$ cat src/rtl/hcmc_pkg.sv
`timescale 1ns / 1ps
// ----------------------------------------------------------------------------
// hcmc_pkg
// shared types and constants for the hsv color mask centroid block
// ----------------------------------------------------------------------------
package hcmc_pkg;

	localparam int MaxWidth  = 1024;
	localparam int MaxHeight = 1024;
	localparam int CoordW    = $clog2(MaxWidth > MaxHeight ? MaxWidth : MaxHeight);
	localparam int SizeW     = 11;
	localparam int SumW      = 30;
	localparam int CountW    = 21;
	localparam int QueueDepth = 4;

	localparam logic [1:0] RegPreset = 2'd0;
	localparam logic [1:0] RegWidth  = 2'd1;
	localparam logic [1:0] RegHeight = 2'd2;

	typedef struct packed {
		logic [7:0]        red;
		logic [7:0]        green;
		logic [7:0]        blue;
		logic              hit;
		logic              last;
		logic [CoordW-1:0] col;
		logic [CoordW-1:0] row;
	} item_t;

	function automatic logic [8:0] hue_low(input logic [1:0] p);
		case (p)
			2'd0: hue_low = 9'd45;
			2'd1: hue_low = 9'd64;
			2'd2: hue_low = 9'd180;
			default: hue_low = 9'd11;
		endcase
	endfunction

	function automatic logic [8:0] hue_high(input logic [1:0] p);
		case (p)
			2'd0: hue_high = 9'd64;
			2'd1: hue_high = 9'd150;
			2'd2: hue_high = 9'd255;
			default: hue_high = 9'd351;
		endcase
	endfunction

endpackage

$ cat src/rtl/hcmc_front.sv
`timescale 1ns / 1ps
// ----------------------------------------------------------------------------
// hcmc_front
// two-stage pixel classifier with raster position tracking
// ----------------------------------------------------------------------------
module hcmc_front (
	input  logic                  clk,
	input  logic                  arst_n,
	input  logic                  valid,
	output logic                  ready,
	input  logic [7:0]            red,
	input  logic [7:0]            green,
	input  logic [7:0]            blue,
	input  logic [1:0]            preset,
	input  logic [hcmc_pkg::SizeW-1:0] fw,
	input  logic [hcmc_pkg::SizeW-1:0] fh,
	output logic                  item_valid,
	input  logic                  item_ready,
	output hcmc_pkg::item_t       item
);
	localparam int CW = hcmc_pkg::CoordW;

	logic              v_s1, v_s2;
	logic [7:0]        r_s1, g_s1, b_s1, r_s2, g_s2, b_s2;
	logic [8:0]        mx_s1, dl_s1;
	logic signed [9:0] diff_s1;
	logic [2:0]        sect_s1;
	logic [CW-1:0]     col_s1, row_s1, col_s2, row_s2;
	logic              last_s1, last_s2, hit_s2;
	logic [CW-1:0]     col_q, row_q;
	logic [7:0]        mx, mn;
	logic signed [9:0] diff;
	logic [2:0]        sect;
	logic [CW:0]       w_eff, h_eff;
	logic              row_end, last;
	logic signed [19:0] hnum, d360;
	logic [17:0]       lo, hi;
	logic              hue_ok, sat_ok, hit;
	logic              adv1, adv2;

	always_comb begin
		if (red > green) begin
			if (red > blue) begin
				mx = red; diff = 10'(signed'({2'b0, green})) - 10'(signed'({2'b0, blue}));
				sect = 3'd0; mn = (green > blue) ? blue : green;
			end else begin
				mx = blue; diff = $signed({2'b0, red}) - $signed({2'b0, green});
				mn = green; sect = 3'd4;
			end
		end else if (red > blue) begin
			mx = green; diff = $signed({2'b0, blue}) - $signed({2'b0, red});
			mn = blue; sect = 3'd2;
		end else if (green > blue) begin
			mx = green; diff = $signed({2'b0, blue}) - $signed({2'b0, red});
			mn = red; sect = 3'd2;
		end else begin
			mx = blue; diff = $signed({2'b0, red}) - $signed({2'b0, green});
			mn = red; sect = 3'd4;
		end
	end

	always_comb begin
		w_eff = (fw == '0) ? (CW+1)'(1) : (fw > hcmc_pkg::SizeW'(hcmc_pkg::MaxWidth))
			? (CW+1)'(hcmc_pkg::MaxWidth) : (CW+1)'(fw);
		h_eff = (fh == '0) ? (CW+1)'(1) : (fh > hcmc_pkg::SizeW'(hcmc_pkg::MaxHeight))
			? (CW+1)'(hcmc_pkg::MaxHeight) : (CW+1)'(fh);
		row_end = {1'b0, col_q} >= w_eff - (CW+1)'(1);
		last = row_end && ({1'b0, row_q} >= h_eff - (CW+1)'(1));
	end

	always_comb begin
		hnum = 20'sd60 * ($signed({17'b0, sect_s1}) * $signed({11'b0, dl_s1})
			+ 20'(diff_s1));
		d360 = 20'sd360 * $signed({11'b0, dl_s1});
		if (hnum < 0) hnum = hnum + d360;
		if (hnum > d360) hnum = hnum - d360;
		lo = hcmc_pkg::hue_low(preset) * dl_s1;
		hi = hcmc_pkg::hue_high(preset) * dl_s1;
		hue_ok = (hnum > $signed({2'b0, lo})) && (hnum < $signed({2'b0, hi}));
		if (preset == 2'd3) sat_ok = 13'(dl_s1) * 13'd10 > 13'(mx_s1) * 13'd7;
		else sat_ok = 15'(dl_s1) * 15'd100 > 15'(mx_s1) * 15'd15;
		hit = (dl_s1 != '0) && (mx_s1 != '0) && hue_ok && sat_ok;
	end

	assign adv2  = !v_s2 || item_ready;
	assign adv1  = !v_s1 || adv2;
	assign ready = adv1;

	always_ff @(posedge clk or negedge arst_n) begin
		if (!arst_n) begin
			v_s1 <= 1'b0; v_s2 <= 1'b0; col_q <= '0; row_q <= '0;
		end else begin
			if (adv2) v_s2 <= v_s1;
			if (adv1) v_s1 <= valid;
			if (valid && adv1) begin
				if (row_end) begin
					col_q <= '0;
					row_q <= last ? '0 : row_q + CW'(1);
				end else begin
					col_q <= col_q + CW'(1);
				end
			end
		end
	end

	always_ff @(posedge clk) begin
		if (adv1) begin
			r_s1 <= red; g_s1 <= green; b_s1 <= blue;
			mx_s1 <= {1'b0, mx}; dl_s1 <= {1'b0, mx - mn};
			diff_s1 <= diff; sect_s1 <= sect;
			col_s1 <= col_q; row_s1 <= row_q; last_s1 <= last;
		end
		if (adv2) begin
			r_s2 <= r_s1; g_s2 <= g_s1; b_s2 <= b_s1; hit_s2 <= hit;
			col_s2 <= col_s1; row_s2 <= row_s1; last_s2 <= last_s1;
		end
	end

	assign item_valid = v_s2;
	assign item = '{red: r_s2, green: g_s2, blue: b_s2, hit: hit_s2, last: last_s2,
		col: col_s2, row: row_s2};
endmodule

$ cat src/rtl/hcmc_queue.sv
`timescale 1ns / 1ps
// ----------------------------------------------------------------------------
// hcmc_queue
// small fifo between classifier and accumulator
// ----------------------------------------------------------------------------
module hcmc_queue (
	input  logic            clk,
	input  logic            arst_n,
	input  logic            in_valid,
	output logic            in_ready,
	input  hcmc_pkg::item_t in_item,
	output logic            out_valid,
	input  logic            out_ready,
	output hcmc_pkg::item_t out_item
);
	localparam int AW = $clog2(hcmc_pkg::QueueDepth);

	hcmc_pkg::item_t mem_q [hcmc_pkg::QueueDepth];
	logic [AW-1:0]   wp_q, rp_q;
	logic [AW:0]     cnt_q;
	logic            wr, rd;

	assign in_ready  = cnt_q != (AW+1)'(hcmc_pkg::QueueDepth);
	assign out_valid = cnt_q != '0;
	assign wr = in_valid && in_ready;
	assign rd = out_valid && out_ready;
	assign out_item = mem_q[rp_q];

	always_ff @(posedge clk or negedge arst_n) begin
		if (!arst_n) begin
			wp_q <= '0; rp_q <= '0; cnt_q <= '0;
		end else begin
			if (wr) wp_q <= wp_q + AW'(1);
			if (rd) rp_q <= rp_q + AW'(1);
			cnt_q <= cnt_q + (AW+1)'(wr) - (AW+1)'(rd);
		end
	end

	always_ff @(posedge clk) begin
		if (wr) mem_q[wp_q] <= in_item;
	end
endmodule

$ cat src/rtl/hcmc_back.sv
`timescale 1ns / 1ps
// ----------------------------------------------------------------------------
// hcmc_back
// hit accumulation, serial centroid divide and result register
// ----------------------------------------------------------------------------
module hcmc_back (
	input  logic            clk,
	input  logic            arst_n,
	input  logic            item_valid,
	output logic            item_ready,
	input  hcmc_pkg::item_t item,
	output logic            valid,
	input  logic            ready,
	output logic [7:0]      out_red,
	output logic [7:0]      out_green,
	output logic [7:0]      out_blue,
	output logic            pixel_hit,
	output logic            frame_end,
	output logic            centroid_valid,
	output logic [9:0]      centroid_x,
	output logic [9:0]      centroid_y
);
	localparam int SW = hcmc_pkg::SumW;
	localparam int NW = hcmc_pkg::CountW;
	localparam int KW = $clog2(SW + 1);

	typedef enum logic [1:0] {RUN, DIV, SEND} state_t;
	state_t         state_q;
	logic [SW-1:0]  sx_q, sy_q, qx_q, qy_q;
	logic [NW-1:0]  n_q;
	logic [NW:0]    rx_q, ry_q, tx, ty;
	logic [KW-1:0]  k_q;
	logic [9:0]     hx_q, hy_q;
	logic           take;
	logic [SW-1:0]  sx_n, sy_n;
	logic [NW-1:0]  n_n;

	assign item_ready = (state_q == RUN) && (!valid || ready);
	assign take = item_valid && item_ready;

	always_comb begin
		sx_n = sx_q + (item.hit ? SW'(item.col) : '0);
		sy_n = sy_q + (item.hit ? SW'(item.row) : '0);
		n_n  = n_q + NW'(item.hit);
		tx = {rx_q[NW-1:0], qx_q[SW-1]};
		ty = {ry_q[NW-1:0], qy_q[SW-1]};
	end

	always_ff @(posedge clk or negedge arst_n) begin
		if (!arst_n) begin
			state_q <= RUN; valid <= 1'b0; sx_q <= '0; sy_q <= '0; n_q <= '0;
			hx_q <= '0; hy_q <= '0;
			qx_q <= '0; qy_q <= '0; rx_q <= '0; ry_q <= '0; k_q <= '0;
			out_red <= '0; out_green <= '0; out_blue <= '0;
			pixel_hit <= 1'b0; frame_end <= 1'b0; centroid_valid <= 1'b0;
			centroid_x <= '0; centroid_y <= '0;
		end else begin
			unique case (state_q)
				RUN: begin
					if (take) begin
						out_red <= item.hit ? item.red : '0;
						out_green <= item.hit ? item.green : '0;
						out_blue <= item.hit ? item.blue : '0;
						pixel_hit <= item.hit;
						frame_end <= item.last;
						centroid_valid <= item.last && (n_n != '0);
						if (item.last && n_n != '0) begin
							qx_q <= sx_n; qy_q <= sy_n; n_q <= n_n;
							rx_q <= '0; ry_q <= '0; k_q <= KW'(SW);
							sx_q <= '0; sy_q <= '0;
							valid <= 1'b0;
							state_q <= DIV;
						end else begin
							centroid_x <= hx_q; centroid_y <= hy_q;
							valid <= 1'b1;
							if (item.last) begin
								sx_q <= '0; sy_q <= '0; n_q <= '0;
							end else begin
								sx_q <= sx_n; sy_q <= sy_n; n_q <= n_n;
							end
						end
					end else if (ready) begin
						valid <= 1'b0;
					end
				end
				DIV: begin
					if (tx >= {1'b0, n_q}) rx_q <= tx - {1'b0, n_q};
					else rx_q <= tx;
					if (ty >= {1'b0, n_q}) ry_q <= ty - {1'b0, n_q};
					else ry_q <= ty;
					qx_q <= {qx_q[SW-2:0], tx >= {1'b0, n_q}};
					qy_q <= {qy_q[SW-2:0], ty >= {1'b0, n_q}};
					k_q <= k_q - KW'(1);
					if (k_q == KW'(1)) state_q <= SEND;
				end
				SEND: begin
					hx_q <= qx_q[9:0]; hy_q <= qy_q[9:0];
					centroid_x <= qx_q[9:0]; centroid_y <= qy_q[9:0];
					n_q <= '0; valid <= 1'b1; state_q <= RUN;
				end
				default: state_q <= RUN;
			endcase
		end
	end
endmodule

$ cat src/rtl/hsv_color_mask_centroid.sv
`timescale 1ns / 1ps
// ----------------------------------------------------------------------------
// hsv_color_mask_centroid
// hsv color mask with per-frame hit centroid
// ----------------------------------------------------------------------------
// One pixel beat is taken per clock, unless a handshake stalls, through a
// two-stage classifier and a four-entry queue into the accumulator. On the
// last pixel of a frame with hits the back end runs a restoring divider per
// axis, one quotient bit per cycle, so that beat leaves after the DIV and
// SEND states, while the queue keeps absorbing pixels until it fills.
module hsv_color_mask_centroid (
	input  logic        clk,
	input  logic        arst_n,
	input  logic        valid,
	output logic        ready,
	input  logic [7:0]  red,
	input  logic [7:0]  green,
	input  logic [7:0]  blue,
	output logic        out_valid,
	input  logic        out_ready,
	output logic [7:0]  out_red,
	output logic [7:0]  out_green,
	output logic [7:0]  out_blue,
	output logic        pixel_hit,
	output logic        frame_end,
	output logic        centroid_valid,
	output logic [9:0]  centroid_x,
	output logic [9:0]  centroid_y,
	input  logic        psel,
	input  logic        penable,
	input  logic        pwrite,
	input  logic [3:0]  paddr,
	input  logic [31:0] pwdata,
	output logic [31:0] prdata,
	output logic        pready
);
	logic [1:0]  preset_q;
	logic [10:0] fw_q, fh_q;
	logic        fv, fr, bv, br;
	hcmc_pkg::item_t fi, bi;
	logic [1:0]  ridx;

	assign pready = 1'b1;
	assign ridx = paddr[3:2];

	always_ff @(posedge clk or negedge arst_n) begin
		if (!arst_n) begin
			preset_q <= '0; fw_q <= 11'd640; fh_q <= 11'd480;
		end else if (psel && penable && pwrite) begin
			unique case (ridx)
				hcmc_pkg::RegPreset: preset_q <= pwdata[1:0];
				hcmc_pkg::RegWidth:  fw_q <= pwdata[10:0];
				hcmc_pkg::RegHeight: fh_q <= pwdata[10:0];
				default: ;
			endcase
		end
	end

	always_comb begin
		unique case (ridx)
			hcmc_pkg::RegPreset: prdata = {30'b0, preset_q};
			hcmc_pkg::RegWidth:  prdata = {21'b0, fw_q};
			hcmc_pkg::RegHeight: prdata = {21'b0, fh_q};
			default: prdata = '0;
		endcase
	end

	hcmc_front u_front (.clk, .arst_n, .valid, .ready, .red, .green, .blue,
		.preset(preset_q), .fw(fw_q), .fh(fh_q),
		.item_valid(fv), .item_ready(fr), .item(fi));

	hcmc_queue u_queue (.clk, .arst_n, .in_valid(fv), .in_ready(fr), .in_item(fi),
		.out_valid(bv), .out_ready(br), .out_item(bi));

	hcmc_back u_back (.clk, .arst_n, .item_valid(bv), .item_ready(br), .item(bi),
		.valid(out_valid), .ready(out_ready), .out_red, .out_green, .out_blue,
		.pixel_hit, .frame_end, .centroid_valid, .centroid_x, .centroid_y);

	a_mask_black: assert property (@(posedge clk) disable iff (!arst_n)
		out_valid && !pixel_hit |-> out_red == '0 && out_green == '0 && out_blue == '0)
		else $error("masked pixel not black");
	a_cv_end: assert property (@(posedge clk) disable iff (!arst_n)
		out_valid && centroid_valid |-> frame_end)
		else $error("centroid valid outside frame end");
	a_hold: assert property (@(posedge clk) disable iff (!arst_n)
		out_valid && !frame_end && $past(out_valid && out_ready) |-> $stable(centroid_x))
		else $error("centroid moved mid frame");
endmodule

$ cat config.mk
export PLATFORM = sky130hd
export DESIGN_NAME = hsv_color_mask_centroid
export DESIGN_NICKNAME = d
export VERILOG_FILES = /design/src/rtl/hcmc_pkg.sv /design/src/rtl/hcmc_front.sv /design/src/rtl/hcmc_queue.sv /design/src/rtl/hcmc_back.sv /design/src/rtl/hsv_color_mask_centroid.sv
export SDC_FILE = /design/constraint.sdc
export NUM_CORES = 2
export LEC_CHECK = 0
export ABC_AREA = 1
export ABC_CLOCK_PERIOD_IN_PS = 9000
export BUFFER_PORTS_ARGS = -buffer_cell sky130_fd_sc_hd__buf_4
export CORE_MARGIN = 3
export CORE_UTILIZATION = 50
export DETAILED_ROUTE_END_ITERATION = 8
export PLACE_DENSITY = 0.69
export SLEW_MARGIN = 20
export SYNTH_ARGS = -nofsm -noshare
export SYNTH_HDL_FRONTEND = slang
export SYNTH_HIERARCHICAL = 1
export SYNTH_SLANG_ARGS = --single-unit
$ cat constraint.sdc
create_clock -name clk -period 9 [get_ports clk]
set_input_delay 0.45 -clock clk [delete_from_list [all_inputs] [get_ports clk]]
set_output_delay 0.45 -clock clk [all_outputs]
set_load 0.02 [all_outputs]
==> flow_metrics.py <==
metrics = {
    "outcome": {
        "violations": "negative setup slack",
        "status": "complete, but fails checks",
    },
    "cts": {
        "root_buffer": "clkbuf_16",
        "cts.sinks": 613,
        "cts_made_buffers": 60,
        "clk_path_buf_depth": 3,
        "clk_latency_ps": 650,
        "path_clk_slew_ps": 60,
        "cts_tree": "built",
        "cts_max_level": 2,
    },
    "layout": {
        "final_util_pct": 58.1,
        "drive_above_1_share_pct": 11.3,
        "area_growth_pct": 14.3,
        "final_nets": 6223,
    },
    "worst_setup_path": {
        "required_ps": 9390,
        "end_kind": "flop",
        "cp_max_fo": 6,
        "slowest_stage": "fa_1",
        "critPathKind": "flop to flop",
        "max_stage_delay_ps": 460,
        "worst_setup_path_start_kind": "flop",
        "critPathArrivalTime_ps": 9480,
        "critical_path.most_common_cell": "nand2_2",
    },
    "timing": {
        "fin_skew_ps": 17.3,
        "hold_viol_final": 0,
        "rsz0062_at_grt": "true",
        "post-route-min-period_ps": 9090,
        "fin_ws_ps": -91.9,
        "fin_crit_sh_pct": 101,
        "slew_headroom_pct": 31.0,
        "setup_viol": 1,
        "fin_hold_ws_ps": 49.4,
        "fin_setup_tns_ps": -91.9,
        "max_slew.worst_pin.slew_ps": 1040,
        "fmaxAchievable_ghz": 0.110,
        "finalMaxSlewViolations": 0,
    },
    "global_route": {
        "grt_pass1_wl_um": 179000,
        "gr-usage-all-layers_pct": 23.4,
        "grt_pass1_vias": 34900,
        "grt_max_degree": 121,
        "antenna_found_initial": 2,
        "grt.overflow.total": 0,
    },
    "detailed_routing": {
        "via_per_inst": 5.29,
        "dr.first_iter.drc_count": 2802,
        "num_vias": 36000,
        "detail-route-antenna-nets": 0,
        "wire_per_inst_um": 16.1,
        "drt_wl_total_um": 109000,
        "firstDrtPassIters": 8,
        "drc_errors": 0,
    },
    "floorplan": {
        "fp.dieArea_um2": 92500,
        "die_w_um": 304,
        "die_y_um": 304,
        "std_cell_rows": 108,
        "core_um2": 87400,
        "io_pins": 149,
        "start_util_pct": 50.8,
    },
    "yosys": {
        "synth_edf_count": 302,
        "synth_common_cells": "nand2_1, inv_1, ha_1",
        "synth.cell_area_um2": 44400,
        "syn_area_per_cell_um2": 8.35,
        "syn_inst": 5322,
        "ys_ff_latch": 613,
        "yosysTopAreaCell": "edfxtp_1",
        "yosysMostFrequentCell": "nand2_1",
        "synth.area.top_cells": "edfxtp_1, dfrtp_1, ha_1, nand2_1, inv_1",
        "ys_types": 71,
        "ys_async_sr_fraction_pct": 50.7,
        "ys_seq_area_share_pct": 37.9,
        "synth_top_area_share_pct": 20.4,
        "synth_ff_type": "dfrtp_1",
        "yosys_warnings": 6,
    },
    "place": {
        "port_buffers": 103,
        "gp_congestion": 0.922,
        "pre_cts_ws_ps": -444,
        "dp_hpwl_um": 81000,
    },
    "hold_path": {
        "hold_class": "primary input to flop",
    },
    "job": {
        "drv_cap": 0,
    },
}
## per-layer routing
layer	GRT usage [%]	vias to the layer above	share of wire [%]
met5	0	-	0.012
met2	37.3	954	45
li1	-	18000	-
met1	33.5	16800	47
met3	3.12	172	5.6
met4	6.62	2	2.7
## timing repair
action,4_1_cts,5_1_grt
gates resized for setup,50,81
pin swaps,24,66
endpoints found under the setup margin,1,1
gates cloned,0,1
setup buffers,6,16
hold buffers,19,0
endpoints found under the hold margin,144,0
## state kept, by name, summed over array words and instances (netlist names), 11 cells and up
name and count:
u_queue/mem_q 184, u_back/qx_q 30, u_back/qy_q 30, u_back/sx_q 30, u_back/sy_q 30, u_back/n_q 21, u_back/rx_q 21, u_back/ry_q 21
fh_q 11, fw_q 11
## layout make-up
type | instances | area, um^2
clock inverters | 38 | 450
fillers | 7744 | 36600
flip-flops and latches | 613 | 16900
clock buffers | 74 | 1610
inverters | 760 | 2870
repair buffers | 352 | 2730
repair inverters | 1 | 8.76
diodes | 1 | 2.50
well taps | 1155 | 1450
multi-input cells | 3800 | 24800
## metrics by stage
step,std cells,cell area [um^2]
after floorplan,5342,44800
after global placement,6639,47700
after detailed placement,6639,47700
after CTS,6776,50200
after global routing,6793,50800
final,6794,50800
## worst max-delay path: cells and delay by family (launching register included)
kind | cells | cell delay [ps]
flip-flops | 1 | 450
multiplexers | 1 | 280
XOR/XNOR | 3 | 680
AO/OA/AOI/OAI | 14 | 1910
adder cells (fa/ha/maj) | 9 | 2490
AND/OR/NAND/NOR | 29 | 2510
buffers and inverters | 7 | 490
## logic make-up after synthesis
logic type,after synthesis,share of synthesized area [%]
xor gates and xnor gates,226,4.45
adders and majority gates,568,18.3
AOI/OAI and AO/OA,817,10.4
DFF,613,37.9
and+or+nand+nor,2164,20.5
buffers and inverters,929,8.38
other,2,0.0169
muxes,3,0.0704
## path summary, 6_finish.rpt
path	start	end	slack [ps]	cells after the start
min in group asynchronous	arst_n	u_back/centroid_y[4]$_DFFE_PN0P_	480	2
worst max register to register	u_front/sect_s1[1]$_SDFFCE_PP0N_	u_front/hit_s2$_DFFE_PP_	-90	63
worst min register to register	u_front/b_s1[4]$_DFFE_PN_	u_front/b_s2[4]$_DFFE_PP_	420	0
max in group asynchronous	arst_n	u_back/rx_q[0]$_DFFE_PN0P_	7010	3
worst max-delay path	u_front/sect_s1[1]$_SDFFCE_PP0N_	u_front/hit_s2$_DFFE_PP_	-90	63
worst min-delay path	red[0]	u_front/r_s1[0]$_DFFE_PN_	50	1
## cell usage in the layout, fill, tap and decap left out, types with 61 or more instances in the layout
master	n
a21oi_1	232
ha_1	400
o21ai_0	327
fa_1	134
buf_4	328
dfrtp_1	304
xor2_1	159
nor2_1	349
nand2_1	1253
edfxtp_1	302
inv_1	739
nand3_1	344
clkbuf_16	61
Power is not shown: default switching activity piles up to over one toggle a cycle in this logic, so the estimate is an artifact.
